==> config.mk <==
export PLATFORM = sky130hd
export DESIGN_NAME = onewire_bus_master_unit
export DESIGN_NICKNAME = d
export VERILOG_FILES = /design/src/sv/obm_pkg.sv /design/src/sv/onewire_bus_master_unit.sv /design/src/sv/obm_regs.sv /design/src/sv/obm_core.sv
export SDC_FILE = /design/constraint.sdc
export NUM_CORES = 1
export LEC_CHECK = 0
export BUFFER_PORTS_ARGS = -buffer_cell sky130_fd_sc_hd__buf_2
export CAP_MARGIN = 30
export CORE_AREA = 3 3 111 113
export CTS_CLUSTER_SIZE = 20
export DETAILED_ROUTE_END_ITERATION = 10
export DIE_AREA = 0 0 114 116
export MAX_ROUTING_LAYER = met4
export PLACE_DENSITY = 0.81
export REMOVE_ABC_BUFFERS = 1
export SLEW_MARGIN = 30
export SYNTH_ARGS = -nofsm -noshare
export SYNTH_HDL_FRONTEND = slang
export SYNTH_SLANG_ARGS = --single-unit
==> constraint.sdc <==
create_clock -name i_clk -period 6.7 [get_ports i_clk]
set_clock_uncertainty 0.15 [all_clocks]
set_input_delay 2.01 -clock i_clk [delete_from_list [all_inputs] [get_ports i_clk]]
set_output_delay 2.01 -clock i_clk [all_outputs]
set_load 0.05 [all_outputs]
==> src/sv/obm_pkg.sv <==
package obm_pkg;

    // configuration register width and count
    localparam int CFG_W   = 10;
    localparam int REG_N   = 8;
    localparam int IDX_W   = 3;

    // register indexes
    localparam logic [IDX_W-1:0] REG_RESET_LOW      = 3'd0;
    localparam logic [IDX_W-1:0] REG_PRESENCE_SMPL  = 3'd1;
    localparam logic [IDX_W-1:0] REG_RESET_TAIL     = 3'd2;
    localparam logic [IDX_W-1:0] REG_WR_ONE_LOW     = 3'd3;
    localparam logic [IDX_W-1:0] REG_WR_ZERO_LOW    = 3'd4;
    localparam logic [IDX_W-1:0] REG_WR_ONE_HIGH    = 3'd5;
    localparam logic [IDX_W-1:0] REG_RD_SAMPLE      = 3'd6;
    localparam logic [IDX_W-1:0] REG_RD_TAIL        = 3'd7;

    // register reset values
    localparam logic [CFG_W-1:0] RST_RESET_LOW     = 10'd600;
    localparam logic [CFG_W-1:0] RST_PRESENCE_SMPL = 10'd100;
    localparam logic [CFG_W-1:0] RST_RESET_TAIL    = 10'd800;
    localparam logic [CFG_W-1:0] RST_WR_ONE_LOW    = 10'd8;
    localparam logic [CFG_W-1:0] RST_WR_ZERO_LOW   = 10'd80;
    localparam logic [CFG_W-1:0] RST_WR_ONE_HIGH   = 10'd80;
    localparam logic [CFG_W-1:0] RST_RD_SAMPLE     = 10'd5;
    localparam logic [CFG_W-1:0] RST_RD_TAIL       = 10'd60;

    // fixed slot timings
    localparam logic [CFG_W-1:0] WR_ZERO_HIGH_TICKS = 10'd2;
    localparam logic [CFG_W-1:0] RD_LOW_TICKS       = 10'd2;

    // command codes
    localparam logic [1:0] OP_RESET = 2'd0;
    localparam logic [1:0] OP_WRITE = 2'd1;
    localparam logic [1:0] OP_READ  = 2'd2;
    localparam logic [1:0] OP_NONE  = 2'd3;

    // stream widths
    localparam int DATA_W = 16;

    typedef struct packed {
        logic [CFG_W-1:0] reset_low_us;
        logic [CFG_W-1:0] presence_sample_us;
        logic [CFG_W-1:0] reset_tail_us;
        logic [CFG_W-1:0] write_one_low_us;
        logic [CFG_W-1:0] write_zero_low_us;
        logic [CFG_W-1:0] write_one_high_us;
        logic [CFG_W-1:0] read_sample_us;
        logic [CFG_W-1:0] read_tail_us;
    } t_cfg;

    typedef struct packed {
        logic       line_level;
        logic [7:0] write_data;
        logic [1:0] operation;
        logic       start_req;
    } t_tick;

    typedef struct packed {
        logic       no_device;
        logic [7:0] read_byte;
        logic       done_res;
        logic       busy_res;
        logic       drive_low;
    } t_result;

endpackage

==> src/sv/onewire_bus_master_unit.sv <==
// 1-wire bus master, stepped by one input beat per microsecond tick. each beat
// on the slave stream carries a start request, the command (reset and presence,
// write byte, read byte), the byte to write and the sampled wire level; each
// beat returns exactly one result beat with the drive-low request for that
// tick, busy, a one-tick done pulse, the last read byte and the no-device flag.
// a start is taken only when idle; command code 3 is ignored. slot timings sit
// in eight 10-bit registers written through the cfg channel (always ready),
// meant to be written while no command runs; durations saturate to the
// TIMER_BITS counter and a zero setting gives one tick. throughput is one beat
// per clock while the master side does not stall; each beat passes through the
// input register and then the result register, with the phase machine
// working in a single pass between them. back-pressure on the master side
// holds the whole pipeline.
module onewire_bus_master_unit #(
    parameter int TIMER_BITS = 10
) (
    input  logic                              i_clk,
    input  logic                              i_rst_n,
    // tick stream in
    input  logic                              s_axis_tvalid,
    output logic                              s_axis_tready,
    // [0] start_req, [2:1] operation, [10:3] write_data, [11] line_level
    input  logic [obm_pkg::DATA_W-1:0]        s_axis_tdata,
    // result stream out
    output logic                              m_axis_tvalid,
    input  logic                              m_axis_tready,
    // [0] drive_low, [1] busy_res, [2] done_res, [10:3] read_byte, [11] no_device
    output logic [obm_pkg::DATA_W-1:0]        m_axis_tdata,
    // register write channel
    input  logic                              i_cfg_valid,
    output logic                              o_cfg_ready,
    input  logic [obm_pkg::IDX_W-1:0]         i_cfg_index,
    input  logic [obm_pkg::CFG_W-1:0]         i_cfg_data
);

    localparam int TICK_W = $bits(obm_pkg::t_tick);
    localparam int RES_W  = $bits(obm_pkg::t_result);

    obm_pkg::t_cfg    w_cfg;
    obm_pkg::t_result w_res;

    logic             r_in_valid;
    obm_pkg::t_tick   r_in_tick;
    logic             r_out_valid;
    obm_pkg::t_result r_out_res;

    // result register free or being drained this cycle
    logic w_out_adv;
    // one tick processed: state of the bus master moves on
    logic w_step;

    assign w_out_adv     = !r_out_valid || m_axis_tready;
    assign w_step        = r_in_valid && w_out_adv;
    assign s_axis_tready = !r_in_valid || w_out_adv;
    assign o_cfg_ready   = 1'b1;

    obm_regs u_regs (
        .i_clk      (i_clk),
        .i_rst_n    (i_rst_n),
        .i_wr_en    (i_cfg_valid),
        .i_wr_index (i_cfg_index),
        .i_wr_data  (i_cfg_data),
        .o_cfg      (w_cfg)
    );

    // input register
    always_ff @(posedge i_clk) begin
        if (!i_rst_n) begin
            r_in_valid <= 1'b0;
        end else if (s_axis_tready) begin
            r_in_valid <= s_axis_tvalid;
        end
    end

    always_ff @(posedge i_clk) begin
        if (s_axis_tvalid && s_axis_tready) begin
            r_in_tick <= s_axis_tdata[TICK_W-1:0];
        end
    end

    obm_core #(
        .TIMER_BITS (TIMER_BITS)
    ) u_core (
        .i_clk   (i_clk),
        .i_rst_n (i_rst_n),
        .i_en    (w_step),
        .i_tick  (r_in_tick),
        .i_cfg   (w_cfg),
        .o_res   (w_res)
    );

    // result register
    always_ff @(posedge i_clk) begin
        if (!i_rst_n) begin
            r_out_valid <= 1'b0;
        end else if (w_out_adv) begin
            r_out_valid <= r_in_valid;
        end
    end

    always_ff @(posedge i_clk) begin
        if (w_step) begin
            r_out_res <= w_res;
        end
    end

    assign m_axis_tvalid = r_out_valid;
    assign m_axis_tdata  = obm_pkg::DATA_W'(r_out_res);

    // only RES_W result bits are live, upper beat bits are zero
    a_pad_zero: assert property (@(posedge i_clk) disable iff (!i_rst_n)
        m_axis_tvalid |-> (m_axis_tdata[obm_pkg::DATA_W-1:RES_W] == '0))
        else $error("result padding not zero");

    a_step_fills_out: assert property (@(posedge i_clk) disable iff (!i_rst_n)
        w_step |=> r_out_valid)
        else $error("processed tick lost before the result register");

    a_stall_holds_in: assert property (@(posedge i_clk) disable iff (!i_rst_n)
        (r_in_valid && !w_out_adv) |=> (r_in_valid && $stable(r_in_tick)))
        else $error("pending tick dropped during a stall");

endmodule

==> src/sv/obm_regs.sv <==
module obm_regs (
    input  logic                             i_clk,
    input  logic                             i_rst_n,
    input  logic                             i_wr_en,
    input  logic [obm_pkg::IDX_W-1:0]        i_wr_index,
    input  logic [obm_pkg::CFG_W-1:0]        i_wr_data,
    output obm_pkg::t_cfg                    o_cfg
);

    obm_pkg::t_cfg r_cfg;

    always_ff @(posedge i_clk) begin
        if (!i_rst_n) begin
            r_cfg.reset_low_us       <= obm_pkg::RST_RESET_LOW;
            r_cfg.presence_sample_us <= obm_pkg::RST_PRESENCE_SMPL;
            r_cfg.reset_tail_us      <= obm_pkg::RST_RESET_TAIL;
            r_cfg.write_one_low_us   <= obm_pkg::RST_WR_ONE_LOW;
            r_cfg.write_zero_low_us  <= obm_pkg::RST_WR_ZERO_LOW;
            r_cfg.write_one_high_us  <= obm_pkg::RST_WR_ONE_HIGH;
            r_cfg.read_sample_us     <= obm_pkg::RST_RD_SAMPLE;
            r_cfg.read_tail_us       <= obm_pkg::RST_RD_TAIL;
        end else if (i_wr_en) begin
            case (i_wr_index)
                obm_pkg::REG_RESET_LOW:     r_cfg.reset_low_us       <= i_wr_data;
                obm_pkg::REG_PRESENCE_SMPL: r_cfg.presence_sample_us <= i_wr_data;
                obm_pkg::REG_RESET_TAIL:    r_cfg.reset_tail_us      <= i_wr_data;
                obm_pkg::REG_WR_ONE_LOW:    r_cfg.write_one_low_us   <= i_wr_data;
                obm_pkg::REG_WR_ZERO_LOW:   r_cfg.write_zero_low_us  <= i_wr_data;
                obm_pkg::REG_WR_ONE_HIGH:   r_cfg.write_one_high_us  <= i_wr_data;
                obm_pkg::REG_RD_SAMPLE:     r_cfg.read_sample_us     <= i_wr_data;
                obm_pkg::REG_RD_TAIL:       r_cfg.read_tail_us       <= i_wr_data;
                default: ;
            endcase
        end
    end

    assign o_cfg = r_cfg;

endmodule

==> src/sv/obm_core.sv <==
module obm_core #(
    parameter int TIMER_BITS = 10
) (
    input  logic              i_clk,
    input  logic              i_rst_n,
    input  logic              i_en,
    input  obm_pkg::t_tick    i_tick,
    input  obm_pkg::t_cfg     i_cfg,
    output obm_pkg::t_result  o_res
);

    localparam logic [3:0] PH_IDLE     = 4'd0;
    localparam logic [3:0] PH_RST_LOW  = 4'd1;
    localparam logic [3:0] PH_RST_WAIT = 4'd2;
    localparam logic [3:0] PH_RST_TAIL = 4'd3;
    localparam logic [3:0] PH_WR_LOW   = 4'd4;
    localparam logic [3:0] PH_WR_HIGH  = 4'd5;
    localparam logic [3:0] PH_RD_LOW   = 4'd6;
    localparam logic [3:0] PH_RD_WAIT  = 4'd7;
    localparam logic [3:0] PH_RD_TAIL  = 4'd8;

    localparam int EXT_W = TIMER_BITS + obm_pkg::CFG_W;
    localparam logic [TIMER_BITS-1:0] TMAX = '1;

    // saturate to the timer range, zero means one tick
    function automatic logic [TIMER_BITS-1:0] f_load(input logic [obm_pkg::CFG_W-1:0] ticks);
        logic [EXT_W-1:0]      ext;
        logic [TIMER_BITS-1:0] t;
        ext = EXT_W'(ticks);
        if (ext > EXT_W'(TMAX)) begin
            t = TMAX;
        end else begin
            t = ext[TIMER_BITS-1:0];
        end
        if (t == '0) begin
            t = TIMER_BITS'(1);
        end
        return t;
    endfunction

    logic [3:0]            r_phase, n_phase;
    logic [TIMER_BITS-1:0] r_timer, n_timer;
    logic [2:0]            r_bit, n_bit;
    logic [7:0]            r_shift, n_shift;
    logic                  r_pres_missing, n_pres_missing;
    logic [7:0]            r_read_hold, n_read_hold;
    logic                  n_drive;
    logic                  n_done;

    always_comb begin
        n_phase        = r_phase;
        n_timer        = r_timer;
        n_bit          = r_bit;
        n_shift        = r_shift;
        n_pres_missing = r_pres_missing;
        n_read_hold    = r_read_hold;
        n_drive        = 1'b0;
        n_done         = 1'b0;

        // command start, first phase counts this tick
        if (r_phase == PH_IDLE && i_tick.start_req && i_tick.operation != obm_pkg::OP_NONE) begin
            n_bit = '0;
            case (i_tick.operation)
                obm_pkg::OP_RESET: begin
                    n_phase = PH_RST_LOW;
                    n_timer = f_load(i_cfg.reset_low_us);
                end
                obm_pkg::OP_WRITE: begin
                    n_shift = i_tick.write_data;
                    n_phase = PH_WR_LOW;
                    n_timer = f_load(i_tick.write_data[0] ? i_cfg.write_one_low_us
                                                          : i_cfg.write_zero_low_us);
                end
                default: begin
                    n_shift = '0;
                    n_phase = PH_RD_LOW;
                    n_timer = f_load(obm_pkg::RD_LOW_TICKS);
                end
            endcase
        end

        if (n_phase != PH_IDLE) begin
            n_drive = (n_phase == PH_RST_LOW) || (n_phase == PH_WR_LOW) ||
                      (n_phase == PH_RD_LOW);
            if (n_timer > TIMER_BITS'(1)) begin
                n_timer = n_timer - TIMER_BITS'(1);
            end else begin
                n_timer = '0;
                case (n_phase)
                    PH_RST_LOW: begin
                        n_phase = PH_RST_WAIT;
                        n_timer = f_load(i_cfg.presence_sample_us);
                    end
                    PH_RST_WAIT: begin
                        n_pres_missing = i_tick.line_level;
                        n_phase        = PH_RST_TAIL;
                        n_timer        = f_load(i_cfg.reset_tail_us);
                    end
                    PH_WR_LOW: begin
                        n_phase = PH_WR_HIGH;
                        n_timer = f_load(n_shift[0] ? i_cfg.write_one_high_us
                                                    : obm_pkg::WR_ZERO_HIGH_TICKS);
                    end
                    PH_WR_HIGH: begin
                        n_shift = {1'b0, n_shift[7:1]};
                        if (n_bit == 3'd7) begin
                            n_bit   = '0;
                            n_phase = PH_IDLE;
                            n_done  = 1'b1;
                        end else begin
                            n_bit   = n_bit + 3'd1;
                            n_phase = PH_WR_LOW;
                            n_timer = f_load(n_shift[0] ? i_cfg.write_one_low_us
                                                        : i_cfg.write_zero_low_us);
                        end
                    end
                    PH_RD_LOW: begin
                        n_phase = PH_RD_WAIT;
                        n_timer = f_load(i_cfg.read_sample_us);
                    end
                    PH_RD_WAIT: begin
                        n_shift = {i_tick.line_level, n_shift[7:1]};
                        n_phase = PH_RD_TAIL;
                        n_timer = f_load(i_cfg.read_tail_us);
                    end
                    PH_RD_TAIL: begin
                        if (n_bit == 3'd7) begin
                            n_bit       = '0;
                            n_read_hold = n_shift;
                            n_phase     = PH_IDLE;
                            n_done      = 1'b1;
                        end else begin
                            n_bit   = n_bit + 3'd1;
                            n_phase = PH_RD_LOW;
                            n_timer = f_load(obm_pkg::RD_LOW_TICKS);
                        end
                    end
                    default: begin
                        // reset tail ends the command
                        n_phase = PH_IDLE;
                        n_done  = 1'b1;
                    end
                endcase
            end
        end
    end

    always_ff @(posedge i_clk) begin
        if (!i_rst_n) begin
            r_phase        <= PH_IDLE;
            r_timer        <= '0;
            r_bit          <= '0;
            r_shift        <= '0;
            r_pres_missing <= 1'b0;
            r_read_hold    <= '0;
        end else if (i_en) begin
            r_phase        <= n_phase;
            r_timer        <= n_timer;
            r_bit          <= n_bit;
            r_shift        <= n_shift;
            r_pres_missing <= n_pres_missing;
            r_read_hold    <= n_read_hold;
        end
    end

    assign o_res.drive_low = n_drive;
    assign o_res.busy_res  = (n_phase != PH_IDLE);
    assign o_res.done_res  = n_done;
    assign o_res.read_byte = n_read_hold;
    assign o_res.no_device = n_pres_missing;

    a_busy_timer_live: assert property (@(posedge i_clk) disable iff (!i_rst_n)
        (r_phase != PH_IDLE) |-> (r_timer != '0))
        else $error("active phase with an expired timer");

    a_idle_bit_clear: assert property (@(posedge i_clk) disable iff (!i_rst_n)
        (r_phase == PH_IDLE) |-> (r_bit == '0))
        else $error("bit counter left over in idle");

    a_done_to_idle: assert property (@(posedge i_clk) disable iff (!i_rst_n)
        (i_en && n_done) |=> (r_phase == PH_IDLE))
        else $error("completion without return to idle");

    a_drive_busy: assert property (@(posedge i_clk) disable iff (!i_rst_n)
        (i_en && n_drive) |-> (n_phase != PH_IDLE))
        else $error("wire driven low on the last tick of a command");

endmodule
==> qor.yml, run 1 <==
outcome: "finished clean"
power_density_mw_per_mm2: 288
drive_gt1_share_pct: 12.1
n_antenna_cell: 0
firstDrtPassIters: 5
via_per_inst: 6.51
track_usage_pct: 32.9
antenna_left: 0
ys_seq_area_share_pct: 42.9
cts_tree: "yes"
setup_violations: 0
die_x_um: 114
switching_power_mw: 0.653
comb_power_share_pct: 16.4
numCtsBuffers: 17
grt_start_max_net_pins: 76
maxCapViolCount: 0
path_clk_slew_ns: 0.06
ctsResizeCount: 0
critPathMaxFanout: 17
power_frac_seq_pct: 40.7
end_kind: "register"
max_slew_margin_pct: 41.2
yosys_register_bits: 140
grt_pass1_vias: 6360
area_growth_pct: 11.4
sw_frac_of_total_pct: 28.7
wl_met1_mm: 8.05
crit_required_ns: 6.85
final_common_cell: "nand2_1"
drv_slew: 0
path_class: "register to register"
netlist_area_sq_mm: 0.00709
critical_path.cell_chain: "or4_1 > nor2_1 > nand3_1 > o22ai_1 > ha_1 > nor2_1 > a221o_1 > nor4_4 > nand2_1 > o41ai_1 > o21ai_1"
synth_area_per_cell_sq_um: 8.13
rows: 39
post_cts_buffers: 0
total_power_mw: 2.27
final_cell_mix: "207 x nand2_1, 116 x dfxtp_1, 84 x a21oi_1, 62 x nor2_1, 43 x buf_2"
io-pin-count: 53
hold_path_class: "register to register"
postCtsHoldBufs: 0
fin_setup_tns_ns: 0
wl_met2_mm: 9.89
overflow: 0
die_h_um: 116
hold_violations: 0
crit_top_cell: "nor2_1"
totalWireLength_mm: 20.7
antenna_found_initial: 0
critPathLaunchType: "register"
critical_path.slowest_cell: "or4_1"
core_area_sq_mm: 0.0114
cts_buffer_depth: 2
clk_latency_ns: 0.42
final.period_utilization_pct: 75.3
internal-power_mw: 1.62
worstMarginPinSlew_ns: 0.879
syn_inst: 872
grt_pass1_wl_mm: 32.9
synth-warning-count: 0
gp_congestion: 0.986
p_clk_share_pct: 42.9
cts_root_buf: "clkbuf_16"
dr_total_vias: 6759
synth_edf_count: 24
vdd_drop_max_mv: 0.274
synthDistinctLibCells: 79
period_needed_ns: 5.04
dp_hpwl_mm: 14.2
clock.fmax_mhz: 198
critical_path.top_delay_family: "simple AND/OR/NAND/NOR gates"
drcViolationCount: 0
slowest_delay_ns: 0.73
async_reset_ff_share_pct: 0
io_buffers: 43
dieArea_sq_mm: 0.0132
rsz0062_at_grt: "false"
synth_ff_type: "dfxtp_1"
drtIter0Drc: 906
wl_met3_mm: 1.99
clock_sinks: 140
highest_layer: "met4"
nets: 920
wl_per_cell_um: 19.9
p_leak_nw: 3.02
nFillCells: 924
worstPathArrival_ns: 5.19
path_buf_inv: 0
htreeDepth: 4
start_util_pct: 62.1
-- final cells by class --
type	count	area (sq um)	area share, %
multi-input cells	666	3770	47.8
clock buffers	23	509	6.44
well taps	143	179	2.26
flip-flops and latches	140	3040	38.5
repair buffers	49	260	3.29
clock inverters	9	105	1.33
inverters	8	30.0	0.380
-- per-stage QoR --
| step | setup slack [ns] | util, % | hold slack (ns) | area [sq um] | std cells |
|---|---|---|---|---|---|
| 6_report | 1.66 | 69.2 | 0.310 | 7900 | 1038 |
| 5_1_grt | 1.43 | 69.2 | 0.339 | 7900 | 1038 |
| 4_1_cts | 1.79 | 69.2 | 0.310 | 7900 | 1038 |
| 3_5_place_dp | 1.79 | 63.8 | 0.301 | 7280 | 1006 |
| 3_3_place_gp | 1.80 | 63.7 | 0.284 | 7280 | 1006 |
| 2_1_floorplan | 2.03 | - | 0.276 | 6840 | 814 |
-- worst min-delay path, stage by stage (launching register included) --
cell and delay [ns]:
dfxtp_1 0.31, nand2_1 0.05, a21oi_1 0.05
-- cell families after synthesis --
| family | after synthesis | synth area share (%) |
|---|---|---|
| flops | 140 | 42.9 |
| xor+xnor | 1 | 0.124 |
| fa+ha+maj | 4 | 0.706 |
| simple gates | 393 | 25.4 |
| buf+inv | 69 | 4.15 |
| compound gates | 215 | 19.7 |
| other cells | 2 | 0.106 |
| mux | 48 | 6.97 |
-- worst paths after layout --
path,start,to,slack [ns],cells after the start
max,u_core.r_phase[1]$_SDFFE_PN0P_,u_core.r_timer[7]$_SDFFE_PN0P_,1.66,11
min,u_core.r_timer[1]$_SDFFE_PN0P_,u_core.r_timer[1]$_SDFFE_PN0P_,0.31,2
max reg2reg,u_core.r_phase[1]$_SDFFE_PN0P_,u_core.r_timer[7]$_SDFFE_PN0P_,1.66,11
min reg2reg,u_core.r_timer[1]$_SDFFE_PN0P_,u_core.r_timer[1]$_SDFFE_PN0P_,0.31,2
-- power groups by stage --
| stage | Sequential (mW) | Combinational, mW | Clock, mW |
|---|---|---|---|
| after detailed placement | 0.940 | 0.362 | 0 |
| final | 0.924 | 0.373 | 0.976 |
| after floorplan | 0.950 | 0.234 | 0 |
| after CTS | 0.923 | 0.364 | 0.979 |
| after global routing | 0.927 | 0.400 | 1.02 |
| after global placement | 0.939 | 0.352 | 0 |
-- synth_stat cells (3+ instances only) --
cell | count | area, sq um
nor2b_1 | 8 | 50.1
a31oi_1 | 9 | 56.3
o22ai_1 | 3 | 18.8
dfxtp_1 | 116 | 2320
clkbuf_1 | 34 | 128
buf_1 | 14 | 52.6
inv_1 | 8 | 30.0
nand3_1 | 42 | 210
a41oi_1 | 3 | 26.3
nor3b_1 | 4 | 30.0
o21ai_0 | 25 | 125
mux2_2 | 11 | 124
nand2b_1 | 7 | 43.8
ha_1 | 4 | 50.1
a21o_1 | 4 | 30.0
nand4_1 | 6 | 37.5
buf_4 | 5 | 37.5
o21ai_1 | 10 | 50.1
or4_1 | 3 | 22.5
a211oi_1 | 6 | 45.0
a22oi_1 | 6 | 45.0
nor3_1 | 16 | 80.1
mux2i_1 | 37 | 370
a22o_1 | 10 | 87.6
a21oi_1 | 84 | 420
and2_1 | 4 | 25.0
edfxtp_1 | 24 | 721
nand2_1 | 207 | 777
o211ai_1 | 11 | 82.6
a21boi_0 | 3 | 22.5
buf_2 | 6 | 30.0
nor4_1 | 11 | 68.8
a222oi_1 | 4 | 40.0
o31ai_1 | 3 | 22.5
nor2_1 | 62 | 233
a32o_1 | 3 | 30.0
-- registers in the layout, summed over array words and instances, names as in the netlist --
register / count
u_core.r_phase: 4
m_axis_tdata: 12
u_core.r_timer: 10
u_core.r_bit: 3
u_core.r_read_hold: 8
u_core.r_pres_missing: 1
u_core.r_shift: 8
m_axis_tvalid: 1
u_regs.o_cfg: 80
r_in_valid: 1
r_in_tick: 12
-- routing by layer --
layer,track usage [%],up-vias
met2,52.9,384
met1,40.1,3165
met3,6.79,67
met5,-,-
met4,14.6,0
li1,-,3143
Note: power is estimated with default switching activity, not from simulation.
==> run 2, diff against run 1 <==
--- a/config.mk
+++ b/config.mk
@@ -7,12 +7,12 @@
 export LEC_CHECK = 0
 export BUFFER_PORTS_ARGS = -buffer_cell sky130_fd_sc_hd__buf_2
 export CAP_MARGIN = 30
-export CORE_AREA = 3 3 111 113
+export CORE_AREA = 3 3 113 115
 export CTS_CLUSTER_SIZE = 20
 export DETAILED_ROUTE_END_ITERATION = 10
-export DIE_AREA = 0 0 114 116
+export DIE_AREA = 0 0 116 118
 export MAX_ROUTING_LAYER = met4
-export PLACE_DENSITY = 0.81
+export PLACE_DENSITY = 0.79
 export REMOVE_ABC_BUFFERS = 1
 export SLEW_MARGIN = 30
 export SYNTH_ARGS = -nofsm -noshare
==> constraint.sdc (replaced) <==
create_clock -name i_clk -period 4.9 [get_ports i_clk]
set_clock_uncertainty 0.15 [all_clocks]
set_input_delay 1.47 -clock i_clk [delete_from_list [all_inputs] [get_ports i_clk]]
set_output_delay 1.47 -clock i_clk [all_outputs]
set_load 0.05 [all_outputs]
==> qor.yml, run 2 (synthesis gave the netlist of run 1 again) <==
outcome: "finished clean"
firstDrtPassIters: 6  # +1
htreeDepth: 4  # unchanged
end_kind: "register"
final.period_utilization_pct: 86.1  # +11 points
critical_path.slowest_cell: "or4_1"
nets: 930  # +1.1%
worstPathArrival_ns: 4.24  # -0.95 ns
grt_pass1_wl_mm: 32.7  # -0.88%
cts_buffer_depth: 2  # unchanged
seq_area_sq_mm: 0.00304  # unchanged
critPathLaunchType: "register"
p_leak_nw: 3.06  # +1.4%
cts_tree: "yes"
drv_slew: 0  # unchanged
max_slew_margin_pct: 36.3  # -4.9 points
total_power_mw: 3.12  # +37%
totalWireLength_mm: 20.6  # -0.33%
via_per_inst: 6.41  # -1.6%
area_growth_pct: 12.2
power_density_mw_per_mm2: 392  # +36%
final_cell_mix: "207 x nand2_1, 116 x dfxtp_1, 84 x a21oi_1, 62 x nor2_1, 43 x buf_2"
crit_start: "u_core.r_phase[2]$_SDFFE_PN0P_"
maxCapViolCount: 0  # unchanged
crit_top_cell: "nor2_1"
postCtsHoldBufs: 0  # unchanged
core_area_sq_mm: 0.0119  # +4.3%
fin_setup_tns_ns: 0  # unchanged
rsz0062_at_grt: "false"
dieArea_sq_mm: 0.0137  # +3.5%
final_common_cell: "nand2_1"
clk_latency_ns: 0.43  # about the same
drive_gt1_share_pct: 12.8  # +0.75 points
critPathMaxFanout: 14  # -3
wl_per_cell_um: 19.6  # -1.7%
period_needed_ns: 4.22  # -0.827 ns
endpoint: "m_axis_tdata[1]$_DFFE_PP_"
r2r_cells: 11  # unchanged
start_util_pct: 59.5  # -2.6 points
antenna_left: 0  # unchanged
die_x_um: 116  # +1.8%
rows: 40  # +2.6%
gp_congestion: 0.987  # about the same
io_buffers: 43  # unchanged
hold_path_class: "register to register"
overflow: 0  # unchanged
multiInputGateArea_sq_mm: 0.00376  # -0.27%
io-pin-count: 53  # unchanged
reg2reg_from: "u_core.r_phase[2]$_SDFFE_PN0P_"
vdd_drop_max_mv: 0.317  # +16%
clock.fmax_mhz: 237  # +20%
drtIter0Drc: 759  # -16%
path_class: "register to register"
setup_violations: 0  # unchanged
slowest_delay_ns: 0.69  # -0.04 ns
grt_start_max_net_pins: 76  # unchanged
drcViolationCount: 0  # unchanged
nFillCells: 996  # +7.8%
r2r_slack_ns: 0.68  # -0.97 ns
grt_pass1_vias: 6389  # +0.46%
ctsResizeCount: 0  # unchanged
hp-start: "u_core.r_shift[3]$_SDFFE_PN0P_"
dp_hpwl_mm: 14.3  # +0.60%
cts_root_buf: "clkbuf_16"
numCtsBuffers: 17  # unchanged
die_h_um: 118  # +1.7%
worstMarginPinSlew_ns: 0.948  # +0.0692 ns
timing.rr.end: "m_axis_tdata[1]$_DFFE_PP_"
largest_reg_flops: 80  # unchanged
path_clk_slew_ns: 0.06  # about the same
post_cts_buffers: 0  # unchanged
hold_violations: 0  # unchanged
dr_total_vias: 6739  # -0.30%
track_usage_pct: 31.2  # -1.7 points
antenna_found_initial: 0  # unchanged
clock_sinks: 140  # unchanged
crit_required_ns: 4.92  # -1.93 ns
n_antenna_cell: 0  # unchanged
critical_path.cell_chain: "or4_1 > nor2_1 > nand3_1 > o22ai_1 > ha_1 > nor2_1 > a221o_1 > or4_4 > a2111oi_0 > a21o_1 > nand4_1"
-- run 2: cell count changes in the layout (fill, tap and decap cells not counted) --
cell | previous run | this run
buf_4 | 6 | 16
clkbuf_8 | 4 | 0
clkinv_4 | 0 | 2
nor3_1 | 14 | 16
nor3_2 | 3 | 1
bufinv_16 | 2 | 3
clkbuf_16 | 18 | 17
clkinv_2 | 3 | 4
clkinvlp_4 | 2 | 1
inv_4 | 1 | 2
inv_8 | 0 | 1
-- run 2: how the worst min path moves through the flow --
stage	endpoint	slack, ns	depth (start not counted)
after floorplan	u_core.r_shift[2]$_SDFFE_PN0P_	0.28	2
after global placement	u_core.r_shift[3]$_SDFFE_PN0P_	0.29	2
after detailed placement	u_core.r_shift[3]$_SDFFE_PN0P_	0.29	2
after CTS	u_core.r_shift[3]$_SDFFE_PN0P_	0.30	2
after global routing	u_core.r_shift[5]$_SDFFE_PN0P_	0.32	2
final	u_core.r_shift[3]$_SDFFE_PN0P_	0.30	2
-- run 2: power breakdown --
group	internal (mW)	switching (mW)	total (mW)
Clock	0.802	0.522	1.32
Sequential	1.22	0.0403	1.26
Combinational	0.179	0.357	0.536
Total	2.20	0.920	3.12
-- run 2: critical path: cells and delay by family, from the launching register on --
kind | cells | cell delay [ns]
compound gates | 4 | 1.36
fa+ha+maj | 1 | 0.23
simple gates | 6 | 1.74
flops | 1 | 0.46
-- run 2: final cells by class --
class	count	share of cell area (%)
timing repair buffer	59	4.22
tap	147	2.31
inverter	8	0.378
clock buffer	18	5.40
clock inverter	14	2.11
multi-input combinational	666	47.3
sequential	140	38.3
-- run 2: per-layer routing --
layer	track usage [%]	up-vias	wire length (um)
li1	-	3152	-
met1	40.2	3147	8370
met2	46.7	381	9670
met3	7.04	59	1940
met4	14.4	0	620
met5	-	-	0
-- run 2: through the flow --
step / hold WS, ns / utilization [%] / cells / worst slack [ns] / cell area [sq um]
4_1_cts: 0.300 / 66.8 / 1052 / 0.776 / 7950
5_1_grt: 0.317 / 66.8 / 1052 / 0.532 / 7950
3_5_place_dp: 0.293 / 61.8 / 1020 / 0.795 / 7360
2_1_floorplan: 0.276 / - / 814 / 0.429 / 6840
6_report: 0.297 / 66.8 / 1052 / 0.682 / 7950
3_3_place_gp: 0.285 / 61.8 / 1020 / 0.847 / 7360
==> run 3, diff against run 2 <==
--- a/config.mk
+++ b/config.mk
@@ -5,14 +5,13 @@
 export SDC_FILE = /design/constraint.sdc
 export NUM_CORES = 1
 export LEC_CHECK = 0
-export BUFFER_PORTS_ARGS = -buffer_cell sky130_fd_sc_hd__buf_2
 export CAP_MARGIN = 30
-export CORE_AREA = 3 3 113 115
-export CTS_CLUSTER_SIZE = 20
+export CORE_AREA = 3 3 111 113
 export DETAILED_ROUTE_END_ITERATION = 10
-export DIE_AREA = 0 0 116 118
+export DIE_AREA = 0 0 114 116
+export DONT_BUFFER_PORTS = 1
 export MAX_ROUTING_LAYER = met4
-export PLACE_DENSITY = 0.79
+export PLACE_DENSITY = 0.77
 export REMOVE_ABC_BUFFERS = 1
 export SLEW_MARGIN = 30
 export SYNTH_ARGS = -nofsm -noshare
==> qor.yml, run 3 (synthesis gave the netlist of run 1 again) <==
outcome: "finished clean"
wl_met2_mm: 9.91  # +2.5%
rsz0062_at_grt: "false"
wl_met1_mm: 8.10  # -3.2%
critPathMaxFanout: 17  # +3
postCtsHoldBufs: 0  # unchanged
io-pin-count: 53  # unchanged
final_common_cell: "nand2_1"
clk_latency_ns: 0.44  # about the same
numCtsBuffers: 17  # unchanged
worstPathArrival_ns: 4.33  # +0.09 ns
final.period_utilization_pct: 87.8  # +1.8 points
vdd_drop_max_mv: 0.373  # +18%
post_cts_buffers: 0  # unchanged
wl_per_cell_um: 20.3  # +3.9%
power_density_mw_per_mm2: 398  # +1.6%
clock.fmax_mhz: 232  # -2.0%
drtIter0Drc: 814  # +7.2%
htreeDepth: 4  # unchanged
grt_pass1_vias: 6416  # +0.42%
via_per_inst: 6.63  # +3.6%
antenna_found_initial: 0  # unchanged
cts_buffer_depth: 2  # unchanged
setup_violations: 0  # unchanged
maxCapViolCount: 0  # unchanged
hold_ws_ns: 0.306  # +0.00874 ns
clock_sinks: 140  # unchanged
dpl.cell_count: 973  # -4.6%
rows: 39  # -2.5%
critPathLaunchType: "register"
n_antenna_cell: 0  # unchanged
die_h_um: 116  # -1.7%
total_power_mw: 3.09  # -0.74%
totalWireLength_mm: 20.4  # -0.75%
gp_congestion: 0.950  # -3.7%
p_leak_nw: 2.91  # -5.0%
grt_start_max_net_pins: 76  # unchanged
core_area_sq_mm: 0.0114  # -4.1%
period_needed_ns: 4.30  # +0.0863 ns
end_kind: "register"
path_clk_slew_ns: 0.06  # about the same
drv_slew: 0  # unchanged
worstMarginPinSlew_ns: 0.906  # -0.0423 ns
drcViolationCount: 0  # unchanged
hold_path_class: "register to register"
highest_layer: "met4"
die_x_um: 114  # -1.7%
io_buffers: 0  # -100%
max_slew_margin_pct: 39.4  # +3.1 points
firstDrtPassIters: 6  # unchanged
fin_cells: 1005  # -4.5%
grt_pass1_wl_mm: 33.0  # +0.95%
hold_violations: 0  # unchanged
fin_setup_tns_ns: 0  # unchanged
ctsResizeCount: 0  # unchanged
largest_reg_flops: 80  # unchanged
overflow: 0  # unchanged
cts_tree: "yes"
path_class: "register to register"
dp_hpwl_mm: 14.1  # -0.86%
nets: 887  # -4.6%
dr_total_vias: 6668  # -1.1%
track_usage_pct: 32.8  # +1.6 points
drive_gt1_share_pct: 8.58  # -4.2 points
wl_met3_mm: 1.73  # -11%
nFillCells: 900  # -9.6%
cts_root_buf: "clkbuf_16"
final_cell_mix: "207 x nand2_1, 116 x dfxtp_1, 84 x a21oi_1, 62 x nor2_1, 42 x nand3_1"
area_growth_pct: 9.55
dieArea_sq_mm: 0.0132  # -3.4%
start_util_pct: 62.1  # +2.6 points
antenna_left: 0  # unchanged
crit_required_ns: 4.93  # about the same
## run 3: through the flow
stage	util, %	cell area (sq um)	worst slack (ns)
after global routing	68.0	7770	0.286
after detailed placement	62.5	7140	0.655
after floorplan	-	6840	0.429
after CTS	68.0	7770	0.624
final	68.0	7770	0.596
after global placement	62.5	7140	0.787
## run 3: worst paths after layout
kind                                    end  slack [ns]  cells after the start                      startpoint
max               m_axis_tdata[4]$_DFFE_PP_        0.60                     11          r_in_tick[3]$_DFFE_PP_
min          u_core.r_shift[2]$_SDFFE_PN0P_        0.31                      2  u_core.r_shift[2]$_SDFFE_PN0P_
max reg2reg       m_axis_tdata[4]$_DFFE_PP_        0.60                     11          r_in_tick[3]$_DFFE_PP_
min reg2reg  u_core.r_shift[2]$_SDFFE_PN0P_        0.31                      2  u_core.r_shift[2]$_SDFFE_PN0P_
## run 3: worst max-delay path, cell delays in order, from the launching register on
cell	delay, ns
edfxtp_1	0.82
mux2i_1	0.28
a211o_1	0.17
nand3_1	0.08
o22ai_1	0.33
ha_1	0.38
nor2_1	0.09
a221o_1	0.34
or4_4	0.59
nor2_1	0.16
nand2_1	0.28
mux2_2	0.37
## run 3: area by class of cell
cell class	count	area (sq um)	area share (%)
sequential	140	3040	39.2
timing repair buffer	16	120	1.55
clock inverter	9	93.8	1.21
clock buffer	23	532	6.85
tap	143	179	2.30
multi-input combinational	666	3770	48.5
inverter	8	30.0	0.387
## run 3: where the power goes
part / internal, mW / total [mW] / switching, mW
combinational: 0.165 / 0.478 / 0.313
sequential: 1.22 / 1.28 / 0.0626
clock: 0.823 / 1.34 / 0.512
## run 3: per-layer routing
layer | global-route usage [%] | up-vias
li1 | - | 3077
met1 | 39.8 | 3148
met2 | 52.7 | 374
met3 | 6.63 | 69
met4 | 15.7 | 0
met5 | - | -
